===== src/rtl/rmfrb_pkg.sv =====
// Package for the register-mapped flash row buffer.
// Register map codes, command codes, internal op codes and the queue entry type.
// No dependencies; every file but rmfrb_if.sv imports it.
package rmfrb_pkg;

   // access kinds
   localparam logic REQ_READ  = 1'b0;
   localparam logic REQ_WRITE = 1'b1;

   // register map
   localparam logic [7:0] REG_BOARD   = 8'h00;
   localparam logic [7:0] REG_FW      = 8'h01;
   localparam logic [7:0] REG_HW      = 8'h02;
   localparam logic [7:0] REG_CMD     = 8'h1d;
   localparam logic [7:0] REG_BASE_LO = 8'h1e;
   localparam logic [7:0] REG_BASE_HI = 8'h1f;
   localparam logic [7:0] REG_WINDOW  = 8'h20;

   // command register values
   localparam logic [7:0] CMD_LOAD  = 8'd1;
   localparam logic [7:0] CMD_STORE = 8'd2;

   // csr indexes and reset values
   localparam logic [7:0] CSR_BOARD_KIND       = 8'd0;
   localparam logic [7:0] CSR_FIRMWARE_VERSION = 8'd1;
   localparam logic [7:0] CSR_HARDWARE_VERSION = 8'd2;
   localparam logic [7:0] BOARD_KIND_RESET       = 8'd3;
   localparam logic [7:0] FIRMWARE_VERSION_RESET = 8'd5;
   localparam logic [7:0] HARDWARE_VERSION_RESET = 8'd1;

   localparam logic [7:0] ERASED_BYTE = 8'hFF;

   // decoded operations handed from front to back
   typedef logic [3:0] op_type;
   localparam op_type OP_RD_VALUE   = 4'd0;
   localparam op_type OP_RD_CMD     = 4'd1;
   localparam op_type OP_RD_BASE_LO = 4'd2;
   localparam op_type OP_RD_BASE_HI = 4'd3;
   localparam op_type OP_RD_WIN     = 4'd4;
   localparam op_type OP_WR_CMD     = 4'd5;
   localparam op_type OP_WR_BASE_LO = 4'd6;
   localparam op_type OP_WR_BASE_HI = 4'd7;
   localparam op_type OP_WR_WIN     = 4'd8;
   localparam op_type OP_BAD        = 4'd9;

   typedef struct packed {
      op_type     op;
      logic [7:0] data;    // write byte, or resolved read value
      logic [7:0] offset;  // window offset
   } item_type;

   localparam int QUEUE_DEPTH = 2;

endpackage


===== src/rtl/rmfrb_if.sv =====
// Channel interfaces: register access requests, responses and csr writes.
// Plain valid/ready channels; no dependencies.
interface rmfrb_req_if;
   logic       valid;
   logic       ready;
   logic       req_type;
   logic [7:0] reg_address;
   logic [7:0] write_data;
   modport source (output valid, req_type, reg_address, write_data, input ready);
   modport sink   (input valid, req_type, reg_address, write_data, output ready);
endinterface

interface rmfrb_rsp_if;
   logic       valid;
   logic       ready;
   logic [7:0] read_data;
   logic       access_error;
   modport source (output valid, read_data, access_error, input ready);
   modport sink   (input valid, read_data, access_error, output ready);
endinterface

interface rmfrb_csr_if;
   logic       valid;
   logic       ready;
   logic [7:0] index;
   logic [7:0] wdata;
   modport source (output valid, index, wdata, input ready);
   modport sink   (input valid, index, wdata, output ready);
endinterface


===== src/rtl/register_mapped_flash_row_buffer.sv =====
// Byte-wide register map in front of a flash row window. After reset the flash array
// is swept to 0xFF before the first item is accepted.
// Simple register accesses: registered response, one per cycle while the receiver takes
// responses; a window read adds a window read state. Load/store command: queue, row
// setup, a one-byte-per-cycle copy through the window and flash ports, drain, done, response.
// Reset is synchronous, active high; csr registers return to their defaults.
module register_mapped_flash_row_buffer #(
   parameter int ROW_BYTES   = 32,
   parameter int FLASH_BYTES = 128
) (
   input  logic        clock,
   input  logic        reset,
   rmfrb_req_if.sink   req_chan,
   rmfrb_rsp_if.source rsp_chan,
   rmfrb_csr_if.sink   csr_chan
);
   import rmfrb_pkg::*;

   // front -> queue
   logic     push_valid;
   item_type push_item;
   logic     queue_full;
   // queue -> back
   logic     q_valid;
   item_type q_item;
   logic     pop;
   // back holds off the front while flash is being erased
   logic     clearing;

   // decode of each item and csr storage
   rmfrb_front #(
      .ROW_BYTES (ROW_BYTES)
   ) u_front (
      .clock      (clock),
      .reset      (reset),
      .req_chan   (req_chan),
      .csr_chan   (csr_chan),
      .clearing   (clearing),
      .queue_full (queue_full),
      .push_valid (push_valid),
      .push_item  (push_item)
   );

   // short queue lets front keep taking items while back copies a row
   rmfrb_queue u_queue (
      .clock      (clock),
      .reset      (reset),
      .push_valid (push_valid),
      .push_item  (push_item),
      .full       (queue_full),
      .pop_valid  (q_valid),
      .pop_item   (q_item),
      .pop        (pop)
   );

   // executes items, owns window, flash and the response register
   rmfrb_back #(
      .ROW_BYTES   (ROW_BYTES),
      .FLASH_BYTES (FLASH_BYTES)
   ) u_back (
      .clock    (clock),
      .reset    (reset),
      .q_valid  (q_valid),
      .q_item   (q_item),
      .pop      (pop),
      .clearing (clearing),
      .rsp_chan (rsp_chan)
   );

endmodule


===== src/rtl/rmfrb_front.sv =====
// Front end: csr registers, request accept and register decode.
// Uses rmfrb_pkg and the channel interfaces; pushes decoded items to rmfrb_queue.
module rmfrb_front #(
   parameter int ROW_BYTES = 32
) (
   input  logic                clock,
   input  logic                reset,
   rmfrb_req_if.sink           req_chan,
   rmfrb_csr_if.sink           csr_chan,
   input  logic                clearing,
   input  logic                queue_full,
   output logic                push_valid,
   output rmfrb_pkg::item_type push_item
);
   import rmfrb_pkg::*;

   logic [7:0] board_kind_ff, board_kind_in;
   logic [7:0] fw_ver_ff, fw_ver_in;
   logic [7:0] hw_ver_ff, hw_ver_in;
   logic       in_window;

   always_comb begin
      board_kind_in = board_kind_ff;
      fw_ver_in     = fw_ver_ff;
      hw_ver_in     = hw_ver_ff;
      if (csr_chan.valid) begin
         case (csr_chan.index)
            CSR_BOARD_KIND:       board_kind_in = csr_chan.wdata;
            CSR_FIRMWARE_VERSION: fw_ver_in     = csr_chan.wdata;
            CSR_HARDWARE_VERSION: hw_ver_in     = csr_chan.wdata;
            default:              ;
         endcase
      end
   end

   always_ff @(posedge clock) begin
      if (reset) begin
         board_kind_ff <= BOARD_KIND_RESET;
         fw_ver_ff     <= FIRMWARE_VERSION_RESET;
         hw_ver_ff     <= HARDWARE_VERSION_RESET;
      end else begin
         board_kind_ff <= board_kind_in;
         fw_ver_ff     <= fw_ver_in;
         hw_ver_ff     <= hw_ver_in;
      end
   end

   assign csr_chan.ready = 1'b1;
   assign req_chan.ready = !queue_full && !clearing;
   assign push_valid     = req_chan.valid && req_chan.ready;

   assign in_window = ({1'b0, req_chan.reg_address} >= {1'b0, REG_WINDOW}) &&
                      ({1'b0, req_chan.reg_address} < ({1'b0, REG_WINDOW} + 9'(ROW_BYTES)));

   always_comb begin
      push_item.data   = req_chan.write_data;
      push_item.offset = req_chan.reg_address - REG_WINDOW;
      push_item.op     = OP_BAD;
      if (req_chan.req_type == REQ_WRITE) begin
         case (req_chan.reg_address)
            REG_CMD:     push_item.op = OP_WR_CMD;
            REG_BASE_LO: push_item.op = OP_WR_BASE_LO;
            REG_BASE_HI: push_item.op = OP_WR_BASE_HI;
            default:     push_item.op = in_window ? OP_WR_WIN : OP_BAD;
         endcase
      end else begin
         case (req_chan.reg_address)
            REG_BOARD: begin
               push_item.op   = OP_RD_VALUE;
               push_item.data = board_kind_ff;
            end
            REG_FW: begin
               push_item.op   = OP_RD_VALUE;
               push_item.data = fw_ver_ff;
            end
            REG_HW: begin
               push_item.op   = OP_RD_VALUE;
               push_item.data = hw_ver_ff;
            end
            REG_CMD:     push_item.op = OP_RD_CMD;
            REG_BASE_LO: push_item.op = OP_RD_BASE_LO;
            REG_BASE_HI: push_item.op = OP_RD_BASE_HI;
            default:     push_item.op = in_window ? OP_RD_WIN : OP_BAD;
         endcase
      end
   end

endmodule


===== src/rtl/rmfrb_queue.sv =====
// Two-entry queue of decoded items between front and back.
// Uses rmfrb_pkg for the entry type and depth.
module rmfrb_queue (
   input  logic                clock,
   input  logic                reset,
   input  logic                push_valid,
   input  rmfrb_pkg::item_type push_item,
   output logic                full,
   output logic                pop_valid,
   output rmfrb_pkg::item_type pop_item,
   input  logic                pop
);
   import rmfrb_pkg::*;

   localparam int PTR_W = $clog2(QUEUE_DEPTH);
   localparam int CNT_W = $clog2(QUEUE_DEPTH + 1);

   item_type           entry_ff [QUEUE_DEPTH];
   logic [PTR_W-1:0]   wr_ptr_ff, wr_ptr_in;
   logic [PTR_W-1:0]   rd_ptr_ff, rd_ptr_in;
   logic [CNT_W-1:0]   count_ff, count_in;
   logic               do_pop;

   assign full      = (count_ff == CNT_W'(QUEUE_DEPTH));
   assign pop_valid = (count_ff != '0);
   assign pop_item  = entry_ff[rd_ptr_ff];
   assign do_pop    = pop && pop_valid;

   always_comb begin
      wr_ptr_in = wr_ptr_ff;
      rd_ptr_in = rd_ptr_ff;
      count_in  = count_ff;
      if (push_valid) begin
         wr_ptr_in = (wr_ptr_ff == PTR_W'(QUEUE_DEPTH - 1)) ? '0 : wr_ptr_ff + 1'b1;
      end
      if (do_pop) begin
         rd_ptr_in = (rd_ptr_ff == PTR_W'(QUEUE_DEPTH - 1)) ? '0 : rd_ptr_ff + 1'b1;
      end
      if (push_valid && !do_pop) begin
         count_in = count_ff + 1'b1;
      end else if (!push_valid && do_pop) begin
         count_in = count_ff - 1'b1;
      end
   end

   always_ff @(posedge clock) begin
      if (reset) begin
         wr_ptr_ff <= '0;
         rd_ptr_ff <= '0;
         count_ff  <= '0;
      end else begin
         wr_ptr_ff <= wr_ptr_in;
         rd_ptr_ff <= rd_ptr_in;
         count_ff  <= count_in;
      end
   end

   always_ff @(posedge clock) begin
      if (push_valid) begin
         entry_ff[wr_ptr_ff] <= push_item;
      end
   end

endmodule


===== src/rtl/rmfrb_back.sv =====
// Back end: register state, row window, flash array, load/store sequencer,
// response register. Uses rmfrb_pkg and rmfrb_rsp_if; fed from rmfrb_queue.
module rmfrb_back #(
   parameter int ROW_BYTES   = 32,
   parameter int FLASH_BYTES = 128
) (
   input  logic                clock,
   input  logic                reset,
   input  logic                q_valid,
   input  rmfrb_pkg::item_type q_item,
   output logic                pop,
   output logic                clearing,
   rmfrb_rsp_if.source         rsp_chan
);
   import rmfrb_pkg::*;

   localparam int FA_W  = $clog2(FLASH_BYTES);
   localparam int IDX_W = $clog2(ROW_BYTES);

   localparam logic [2:0] S_CLEAR  = 3'd0;
   localparam logic [2:0] S_IDLE   = 3'd1;
   localparam logic [2:0] S_WIN_RD = 3'd2;
   localparam logic [2:0] S_DIV    = 3'd3;
   localparam logic [2:0] S_LOAD   = 3'd4;
   localparam logic [2:0] S_STORE  = 3'd5;
   localparam logic [2:0] S_DRAIN  = 3'd6;
   localparam logic [2:0] S_DONE   = 3'd7;

   logic [2:0]       state_ff, state_in;
   logic [FA_W-1:0]  clr_addr_ff, clr_addr_in;
   logic [7:0]       base_lo_ff, base_lo_in;
   logic [7:0]       base_hi_ff, base_hi_in;
   logic [7:0]       cmd_ff, cmd_in;
   logic             is_load_ff, is_load_in;
   logic [FA_W:0]    addr_ff, addr_in;
   logic [IDX_W-1:0] idx_ff, idx_in;
   logic             pend_ff, pend_in;
   logic [IDX_W-1:0] pend_idx_ff, pend_idx_in;
   logic [FA_W-1:0]  pend_addr_ff, pend_addr_in;
   logic             pend_oob_ff, pend_oob_in;
   logic             rsp_valid_ff, rsp_valid_in;
   logic [7:0]       rsp_data_ff, rsp_data_in;
   logic             rsp_err_ff, rsp_err_in;

   // row window: memory plus per-entry valid bits (invalid reads as zero)
   logic [7:0]          win_mem [ROW_BYTES];
   logic [ROW_BYTES-1:0] win_vld_ff;
   logic [7:0]          win_rd_ff;
   logic                win_rd_vld_ff;
   logic                win_we, win_re;
   logic [IDX_W-1:0]    win_waddr, win_raddr;
   logic [7:0]          win_wdata, win_q;

   // flash array, swept to erased after reset
   logic [7:0]          flash_mem [FLASH_BYTES];
   logic [7:0]          flash_rd_ff;
   logic                flash_we, flash_re;
   logic [FA_W-1:0]     flash_waddr, flash_raddr;
   logic [7:0]          flash_wdata;

   logic [15:0]         base;
   logic [FA_W-1:0]     base_fa;
   logic                base_ok, cmd_ok, out_free, addr_oob;

   assign base     = {base_hi_ff, base_lo_ff};
   assign base_fa  = base[FA_W-1:0];
   assign base_ok  = {1'b0, base} < 17'(FLASH_BYTES);
   assign cmd_ok   = (q_item.data == CMD_LOAD) || (q_item.data == CMD_STORE);
   assign out_free = !rsp_valid_ff || rsp_chan.ready;
   assign addr_oob = addr_ff >= (FA_W+1)'(FLASH_BYTES);
   assign win_q    = win_rd_vld_ff ? win_rd_ff : 8'h00;
   assign clearing = (state_ff == S_CLEAR);

   always_comb begin
      state_in     = state_ff;
      clr_addr_in  = clr_addr_ff;
      base_lo_in   = base_lo_ff;
      base_hi_in   = base_hi_ff;
      cmd_in       = cmd_ff;
      is_load_in   = is_load_ff;
      addr_in      = addr_ff;
      idx_in       = idx_ff;
      pend_in      = pend_ff;
      pend_idx_in  = pend_idx_ff;
      pend_addr_in = pend_addr_ff;
      pend_oob_in  = pend_oob_ff;
      rsp_valid_in = rsp_valid_ff && !rsp_chan.ready;
      rsp_data_in  = rsp_data_ff;
      rsp_err_in   = rsp_err_ff;
      pop          = 1'b0;
      win_we       = 1'b0;
      win_waddr    = q_item.offset[IDX_W-1:0];
      win_wdata    = q_item.data;
      win_re       = 1'b0;
      win_raddr    = q_item.offset[IDX_W-1:0];
      flash_we     = 1'b0;
      flash_waddr  = clr_addr_ff;
      flash_wdata  = ERASED_BYTE;
      flash_re     = 1'b0;
      flash_raddr  = addr_ff[FA_W-1:0];

      case (state_ff)
         S_CLEAR: begin
            flash_we = 1'b1;
            if (clr_addr_ff == FA_W'(FLASH_BYTES - 1)) begin
               state_in = S_IDLE;
            end else begin
               clr_addr_in = clr_addr_ff + 1'b1;
            end
         end
         S_IDLE: begin
            if (q_valid && out_free) begin
               pop         = 1'b1;
               rsp_data_in = 8'h00;
               rsp_err_in  = 1'b0;
               case (q_item.op)
                  OP_RD_VALUE: begin
                     rsp_valid_in = 1'b1;
                     rsp_data_in  = q_item.data;
                  end
                  OP_RD_CMD: begin
                     rsp_valid_in = 1'b1;
                     rsp_data_in  = cmd_ff;
                  end
                  OP_RD_BASE_LO: begin
                     rsp_valid_in = 1'b1;
                     rsp_data_in  = base_lo_ff;
                  end
                  OP_RD_BASE_HI: begin
                     rsp_valid_in = 1'b1;
                     rsp_data_in  = base_hi_ff;
                  end
                  OP_RD_WIN: begin
                     win_re   = 1'b1;
                     state_in = S_WIN_RD;
                  end
                  OP_WR_CMD: begin
                     cmd_in = q_item.data;
                     if (cmd_ok && base_ok) begin
                        is_load_in = (q_item.data == CMD_LOAD);
                        state_in   = S_DIV;
                     end else begin
                        rsp_valid_in = 1'b1;
                        rsp_err_in   = 1'b1;
                     end
                  end
                  OP_WR_BASE_LO: begin
                     base_lo_in   = q_item.data;
                     rsp_valid_in = 1'b1;
                  end
                  OP_WR_BASE_HI: begin
                     base_hi_in   = q_item.data;
                     rsp_valid_in = 1'b1;
                  end
                  OP_WR_WIN: begin
                     win_we       = 1'b1;
                     rsp_valid_in = 1'b1;
                  end
                  default: begin
                     rsp_valid_in = 1'b1;
                     rsp_err_in   = 1'b1;
                  end
               endcase
            end
         end
         S_WIN_RD: begin
            if (out_free) begin
               rsp_valid_in = 1'b1;
               rsp_data_in  = win_q;
               rsp_err_in   = 1'b0;
               state_in     = S_IDLE;
            end
         end
         S_DIV: begin
            // row start: base with the in-row offset bits cleared
            // (ROW_BYTES is a power of two)
            addr_in  = {1'b0, base_fa & ~FA_W'(ROW_BYTES - 1)};
            idx_in   = '0;
            pend_in  = 1'b0;
            state_in = is_load_ff ? S_LOAD : S_STORE;
         end
         S_LOAD, S_STORE: begin
            // issue read for this byte, finish write of the previous one
            if (state_ff == S_LOAD) begin
               flash_re = !addr_oob;
            end else begin
               win_re    = 1'b1;
               win_raddr = idx_ff;
            end
            pend_in      = 1'b1;
            pend_idx_in  = idx_ff;
            pend_addr_in = addr_ff[FA_W-1:0];
            pend_oob_in  = addr_oob;
            addr_in      = addr_ff + 1'b1;
            if (idx_ff == IDX_W'(ROW_BYTES - 1)) begin
               state_in = S_DRAIN;
            end else begin
               idx_in = idx_ff + 1'b1;
            end
         end
         S_DRAIN: begin
            pend_in  = 1'b0;
            state_in = S_DONE;
         end
         S_DONE: begin
            if (out_free) begin
               rsp_valid_in = 1'b1;
               rsp_data_in  = 8'h00;
               rsp_err_in   = 1'b0;
               state_in     = S_IDLE;
            end
         end
         default: state_in = S_IDLE;
      endcase

      // write-back of the pending copy byte
      if (pend_ff && (state_ff == S_LOAD || state_ff == S_STORE || state_ff == S_DRAIN)) begin
         if (is_load_ff) begin
            win_we    = 1'b1;
            win_waddr = pend_idx_ff;
            win_wdata = pend_oob_ff ? ERASED_BYTE : flash_rd_ff;
         end else begin
            flash_we    = !pend_oob_ff;
            flash_waddr = pend_addr_ff;
            flash_wdata = win_q;
         end
      end
   end

   always_ff @(posedge clock) begin
      if (reset) begin
         state_ff     <= S_CLEAR;
         clr_addr_ff  <= '0;
         base_lo_ff   <= '0;
         base_hi_ff   <= '0;
         cmd_ff       <= '0;
         pend_ff      <= 1'b0;
         rsp_valid_ff <= 1'b0;
         win_vld_ff   <= '0;
      end else begin
         state_ff     <= state_in;
         clr_addr_ff  <= clr_addr_in;
         base_lo_ff   <= base_lo_in;
         base_hi_ff   <= base_hi_in;
         cmd_ff       <= cmd_in;
         pend_ff      <= pend_in;
         rsp_valid_ff <= rsp_valid_in;
         if (win_we) begin
            win_vld_ff[win_waddr] <= 1'b1;
         end
      end
   end

   always_ff @(posedge clock) begin
      is_load_ff   <= is_load_in;
      addr_ff      <= addr_in;
      idx_ff       <= idx_in;
      pend_idx_ff  <= pend_idx_in;
      pend_addr_ff <= pend_addr_in;
      pend_oob_ff  <= pend_oob_in;
      rsp_data_ff  <= rsp_data_in;
      rsp_err_ff   <= rsp_err_in;
   end

   always_ff @(posedge clock) begin
      if (win_we) begin
         win_mem[win_waddr] <= win_wdata;
      end
      if (win_re) begin
         win_rd_ff     <= win_mem[win_raddr];
         win_rd_vld_ff <= win_vld_ff[win_raddr];
      end
   end

   always_ff @(posedge clock) begin
      if (flash_we) begin
         flash_mem[flash_waddr] <= flash_wdata;
      end
      if (flash_re) begin
         flash_rd_ff <= flash_mem[flash_raddr];
      end
   end

   assign rsp_chan.valid        = rsp_valid_ff;
   assign rsp_chan.read_data    = rsp_data_ff;
   assign rsp_chan.access_error = rsp_err_ff;

   a_no_pop_in_clear: assert property (@(posedge clock) disable iff (reset)
      (state_ff == S_CLEAR) |-> !pop)
      else $error("queue popped during flash clear");

   a_cmd_starts_div: assert property (@(posedge clock) disable iff (reset)
      (state_ff == S_IDLE && pop && q_item.op == OP_WR_CMD && cmd_ok && base_ok)
      |=> (state_ff == S_DIV))
      else $error("valid command did not start row alignment");

   a_slot_empty_in_div: assert property (@(posedge clock) disable iff (reset)
      (state_ff == S_DIV) |-> !rsp_valid_ff)
      else $error("response pending while a command runs");

   a_no_item_while_clear: assert property (@(posedge clock) disable iff (reset)
      (state_ff == S_CLEAR) |-> !rsp_valid_ff)
      else $error("response produced during flash clear");

endmodule


===== src/flat_wrapper.sv =====
// flat-port wrapper written by rule: the top's interface ports become plain ports
module register_mapped_flash_row_buffer_flat import rmfrb_pkg::*;
#(
   parameter int ROW_BYTES   = 32,
   parameter int FLASH_BYTES = 128
)
  (clock, reset, req_chan_valid, req_chan_req_type, req_chan_reg_address, req_chan_write_data, req_chan_ready, rsp_chan_valid, rsp_chan_read_data, rsp_chan_access_error, rsp_chan_ready, csr_chan_valid, csr_chan_index, csr_chan_wdata, csr_chan_ready);
  rmfrb_req_if req_chan_i ();
  rmfrb_rsp_if rsp_chan_i ();
  rmfrb_csr_if csr_chan_i ();
  input  logic clock;
  input  logic reset;
  input wire logic [$bits(req_chan_i.valid)-1:0] req_chan_valid;
  input wire logic [$bits(req_chan_i.req_type)-1:0] req_chan_req_type;
  input wire logic [$bits(req_chan_i.reg_address)-1:0] req_chan_reg_address;
  input wire logic [$bits(req_chan_i.write_data)-1:0] req_chan_write_data;
  output wire logic [$bits(req_chan_i.ready)-1:0] req_chan_ready;
  output wire logic [$bits(rsp_chan_i.valid)-1:0] rsp_chan_valid;
  output wire logic [$bits(rsp_chan_i.read_data)-1:0] rsp_chan_read_data;
  output wire logic [$bits(rsp_chan_i.access_error)-1:0] rsp_chan_access_error;
  input wire logic [$bits(rsp_chan_i.ready)-1:0] rsp_chan_ready;
  input wire logic [$bits(csr_chan_i.valid)-1:0] csr_chan_valid;
  input wire logic [$bits(csr_chan_i.index)-1:0] csr_chan_index;
  input wire logic [$bits(csr_chan_i.wdata)-1:0] csr_chan_wdata;
  output wire logic [$bits(csr_chan_i.ready)-1:0] csr_chan_ready;
  assign req_chan_i.valid = req_chan_valid;
  assign req_chan_i.req_type = req_chan_req_type;
  assign req_chan_i.reg_address = req_chan_reg_address;
  assign req_chan_i.write_data = req_chan_write_data;
  assign req_chan_ready = req_chan_i.ready;
  assign rsp_chan_valid = rsp_chan_i.valid;
  assign rsp_chan_read_data = rsp_chan_i.read_data;
  assign rsp_chan_access_error = rsp_chan_i.access_error;
  assign rsp_chan_i.ready = rsp_chan_ready;
  assign csr_chan_i.valid = csr_chan_valid;
  assign csr_chan_i.index = csr_chan_index;
  assign csr_chan_i.wdata = csr_chan_wdata;
  assign csr_chan_ready = csr_chan_i.ready;
  register_mapped_flash_row_buffer #(.ROW_BYTES(ROW_BYTES), .FLASH_BYTES(FLASH_BYTES)) u_core (.clock(clock), .reset(reset), .req_chan(req_chan_i), .rsp_chan(rsp_chan_i), .csr_chan(csr_chan_i));
endmodule

===== config.mk =====
export PLATFORM = sky130hd
export DESIGN_NAME = register_mapped_flash_row_buffer_flat
export DESIGN_NICKNAME = d
export VERILOG_FILES = /design/src/rtl/rmfrb_pkg.sv /design/src/rtl/rmfrb_if.sv /design/src/rtl/register_mapped_flash_row_buffer.sv /design/src/rtl/rmfrb_front.sv /design/src/rtl/rmfrb_queue.sv /design/src/rtl/rmfrb_back.sv /design/src/flat_wrapper.sv
export SDC_FILE = /design/constraint.sdc
export NUM_CORES = 2
export LEC_CHECK = 0
export BUFFER_PORTS_ARGS = -buffer_cell sky130_fd_sc_hd__buf_2
export CAP_MARGIN = 10
export CORE_ASPECT_RATIO = 0.8
export CORE_MARGIN = 10
export CORE_UTILIZATION = 50
export DETAILED_ROUTE_END_ITERATION = 10
export PLACE_DENSITY = 0.68
export SYNTH_ARGS = -nofsm -noshare
export SYNTH_HDL_FRONTEND = slang
export SYNTH_SLANG_ARGS = --single-unit

===== constraint.sdc =====
create_clock -name clock -period 4.4 [get_ports clock]
set_clock_uncertainty 0.2 [all_clocks]
set_input_delay 0.66 -clock clock [delete_from_list [all_inputs] [get_ports clock]]
set_output_delay 0.66 -clock clock [all_outputs]
set_load 0.1 [all_outputs]

==> out/results.txt <==
Core area -> 116300 um2
# rows -> 112
GR Overflow Total -> 0
Critical-path maximum fanout -> 116
Leak -> 24.56 nW
CTS hold repair buffers -> 13
Die Wd -> 402.2 um
Gates resized, CTS repair -> 0
I/O Buffers -> 48
Initial antenna violation count -> 2
Mean Syn Cell Area -> 18.79 um2
First-pass GRT wire length -> 208.8 mm
Kind of critical path -> register to register
Max Root-Sink Buffers -> 3
Synth top area share -> 0.7024
Final net count -> 3379
Syn nets -> 3154
Worst slew pin tran -> 1.261 ns
P&R area growth vs syn -> 13.27%
Crit path time final -> 3.997 ns
Largest stage delay, worst path -> 0.82 ns
Primary FF master, synth -> edfxtp_1
First DRT Iteration DRCs -> 4052
H-Tree Level Count -> 4
Crit path buffers/inverters -> 1
Setup-failing EPs final -> 0
Hold crit path type -> input port to register
DRT antenna net count -> 0
Final hold vios -> 0
PwrDens -> 411.2 nW/um2
Cts bufs inserted -> 142
Tcrit/Tclk final -> 0.9085
Status -> finished, final reports clean
Die area -> 131000 um2
Global Route met2 Usage -> 0.3070
Clock Pin Slew Worst Setup and Hold Paths -> 0.06 ns
Area contributors post-synth -> edfxtp_1 (70%), mux4_2 (12%), mux2i_1 (5.0%), dfxtp_1 (3.3%), nor2_1 (1.7%)
Startpoint types -> register
Rel. slew slack -> 0.1540
Gr busiest metal -> met1
Max Freq -> 250.2 MHz
Sequential area share after synthesis -> 0.7356
CP Data Required Time -> 4.70 ns
Ys Warns -> 0
Max Cap Viol -> 0
Total Neg Setup Slack -> 0 ns
Drt pass-1 iters -> 8
Total Power -> 0.02722 W
Largest delay share family, worst path -> flip-flops
Worst path arrival time -> 4.30 ns
Peak supply drop -> 361.1 uV
Total Wirelength -> 140.7 mm
I/O pin cnt -> 50
Residual DRC -> 0
Largest net degree at the start of global routing -> 117
GRT met1 Usage -> 0.3185
GRT Util Overall -> 0.2124
Max-slew violations -> 0
Final GP Congestion -> 0.8725
DR WL/cell -> 28.24 um
Slowest cell on crit path -> dfxtp_1
Post-synthesis cell type count -> 76
Top cell by count, worst path -> mux2i_1
Vias in the first global route -> 30.94k
Synth area leader -> edfxtp_1
Synthesis-stage register bit count -> 1464
Synth top cells by count -> edfxtp_1 (1367), mux4_2 (300), mux2i_1 (290), nor2_1 (267), nand2_1 (140)
Post-Syn Area -> 58440 um2
Via density -> 6.239
Cell count after synthesis -> 3110
Starting density of the core -> 0.5025
FFs w/ async S/R, synth -> 0
DIE HEIGHT -> 325.8 um
Via count -> 31.09k
Clk Latency, worst-skew pair -> 0.77 ns
CTS tree -> built
Global-route track usage on met3 -> 0.05767
Post-synth EDFFs -> 1367
Hpwl dp -> 89.36 mm
CTS sink count -> 1464
CTS root buf -> clkbuf_16
Crit end category -> register
RSZ-0062 raised after global routing -> false
Fill cell count -> 8556
CP cell instances -> nand3b_1 -> mux2i_4 -> buf_12 -> mux2i_1 -> mux2i_1 -> o22ai_1 -> nor4_1
Top-count cell post-synth -> edfxtp_1
Share of post-route cells with drive strength above 1 -> 0.2300
Post-CTS setup buffers -> 0
-- metal layers --
metal	vias up	wire length [um]
met1	16220	59770
met3	220	15310
li1	12990	-
met5	-	13
met2	1656	62540
met4	2	3068
-- worst reg2reg max path: stages, from the launching register on --
cell,delay (ns)
dfxtp_1,0.82
nand3b_1,0.61
mux2i_4,0.41
buf_12,0.52
mux2i_1,0.50
mux2i_1,0.13
o22ai_1,0.42
nor4_1,0.11
-- cell usage in the layout, fill, tap and decap left out, drive strengths merged, types with 7 or more instances in the layout --
cell type,netlist,final
a211oi,25,25
a21oi,74,74
a22o,7,7
a22oi,23,23
a32o,9,9
and2,11,11
buf,99,231
bufinv,0,9
clkbuf,64,181
clkinv,1,48
dfxtp,97,97
dlygate4sd3,0,13
edfxtp,1367,1367
inv,14,23
mux2,24,24
mux2i,292,292
mux4,300,300
nand2,140,140
nand2b,8,8
nand3,24,24
nand3b,14,14
nor2,267,267
nor2b,12,12
nor3,34,34
nor4,18,18
o21ai,36,36
o22ai,39,39
or3,12,12
xor2,13,13
-- metrics by stage --
step                utilization  std cells  setup WS (ns)  cell area, um2  hold slack, ns
floorplan                     -       3110         0.3645           58440          0.2244
global placement         0.5284       4717         0.6514           61460          0.2453
detailed placement       0.5284       4717         0.5830           61460          0.2545
CTS                      0.5691       4982         0.5484           66200        0.006910
global route             0.5691       4982         0.1444           66200         0.06438
finish                   0.5691       4983         0.4028           66200         0.06170
-- area by class of cell --
| class | instances | area (um2) | area share |
|---|---|---|---|
| antenna | 1 | 2.502 | 0.00003780 |
| clock buffer | 181 | 3817 | 0.05767 |
| clock inverter | 71 | 785.8 | 0.01187 |
| inverter | 15 | 56.30 | 0.0008505 |
| multi-input combinational | 1468 | 14640 | 0.2211 |
| sequential | 1464 | 42990 | 0.6494 |
| tap | 1539 | 1926 | 0.02909 |
| timing repair buffer | 244 | 1982 | 0.02994 |
-- cell families after synthesis --
family | Yosys count | synth area share
AOI/OAI and AO/OA | 260 | 0.02974
and+or+nand+nor | 566 | 0.04374
other | 1 | 0.00006416
DFF | 1464 | 0.7356
buffers and inverters | 178 | 0.01599
muxes | 616 | 0.1707
xor gates and xnor gates | 19 | 0.002847
adders and majority gates | 6 | 0.001284
-- sequential cells by signal, indices dropped and copies added, names as in the netlist, 7 cells and up, named ones only --
signal                            flops
u_core.u_back.base_hi_ff              8
u_core.u_back.win_rd_ff               8
u_core.u_back.clr_addr_ff             7
u_core.u_back.addr_ff                 8
u_core.u_back.flash_rd_ff             8
u_core.u_back.flash_mem            1024
u_core.u_back.cmd_ff                  8
u_core.u_front.hw_ver_ff              8
u_core.u_back.pend_addr_ff            7
u_core.u_front.board_kind_ff          8
u_core.u_queue.entry_ff              34
u_core.u_back.win_mem               256
u_core.u_back.base_lo_ff              8
u_core.u_front.fw_ver_ff              8
u_core.u_back.win_vld_ff             32
u_core.u_back.rsp_chan.read_data      8
-- final timing paths --
| path | endpoint | depth (start not counted) | from | slack [ns] |
|---|---|---|---|---|
| setup / recovery | u_core.u_back.win_rd_ff[2] | 7 | u_core.u_back.state_ff[2] | 0.40 |
| hold / removal | u_core.u_queue.entry_ff[0][9] | 3 | req_chan_write_data[1] | 0.06 |
| setup reg to reg | u_core.u_back.win_rd_ff[2] | 7 | u_core.u_back.state_ff[2] | 0.40 |
| hold reg to reg | u_core.u_front.hw_ver_ff[0] | 1 | u_core.u_front.hw_ver_ff[0] | 0.26 |
-- report_power, final --
| group | internal (W) | leakage [nW] | switching (W) |
|---|---|---|---|
| Clock | 0.00675 | 2.22 | 0.00527 |
| Sequential | 0.0150 | 15.6 | 0.00000636 |
| Combinational | 0.0000491 | 6.71 | 0.000138 |
Note: power is estimated with default switching activity, not from simulation.
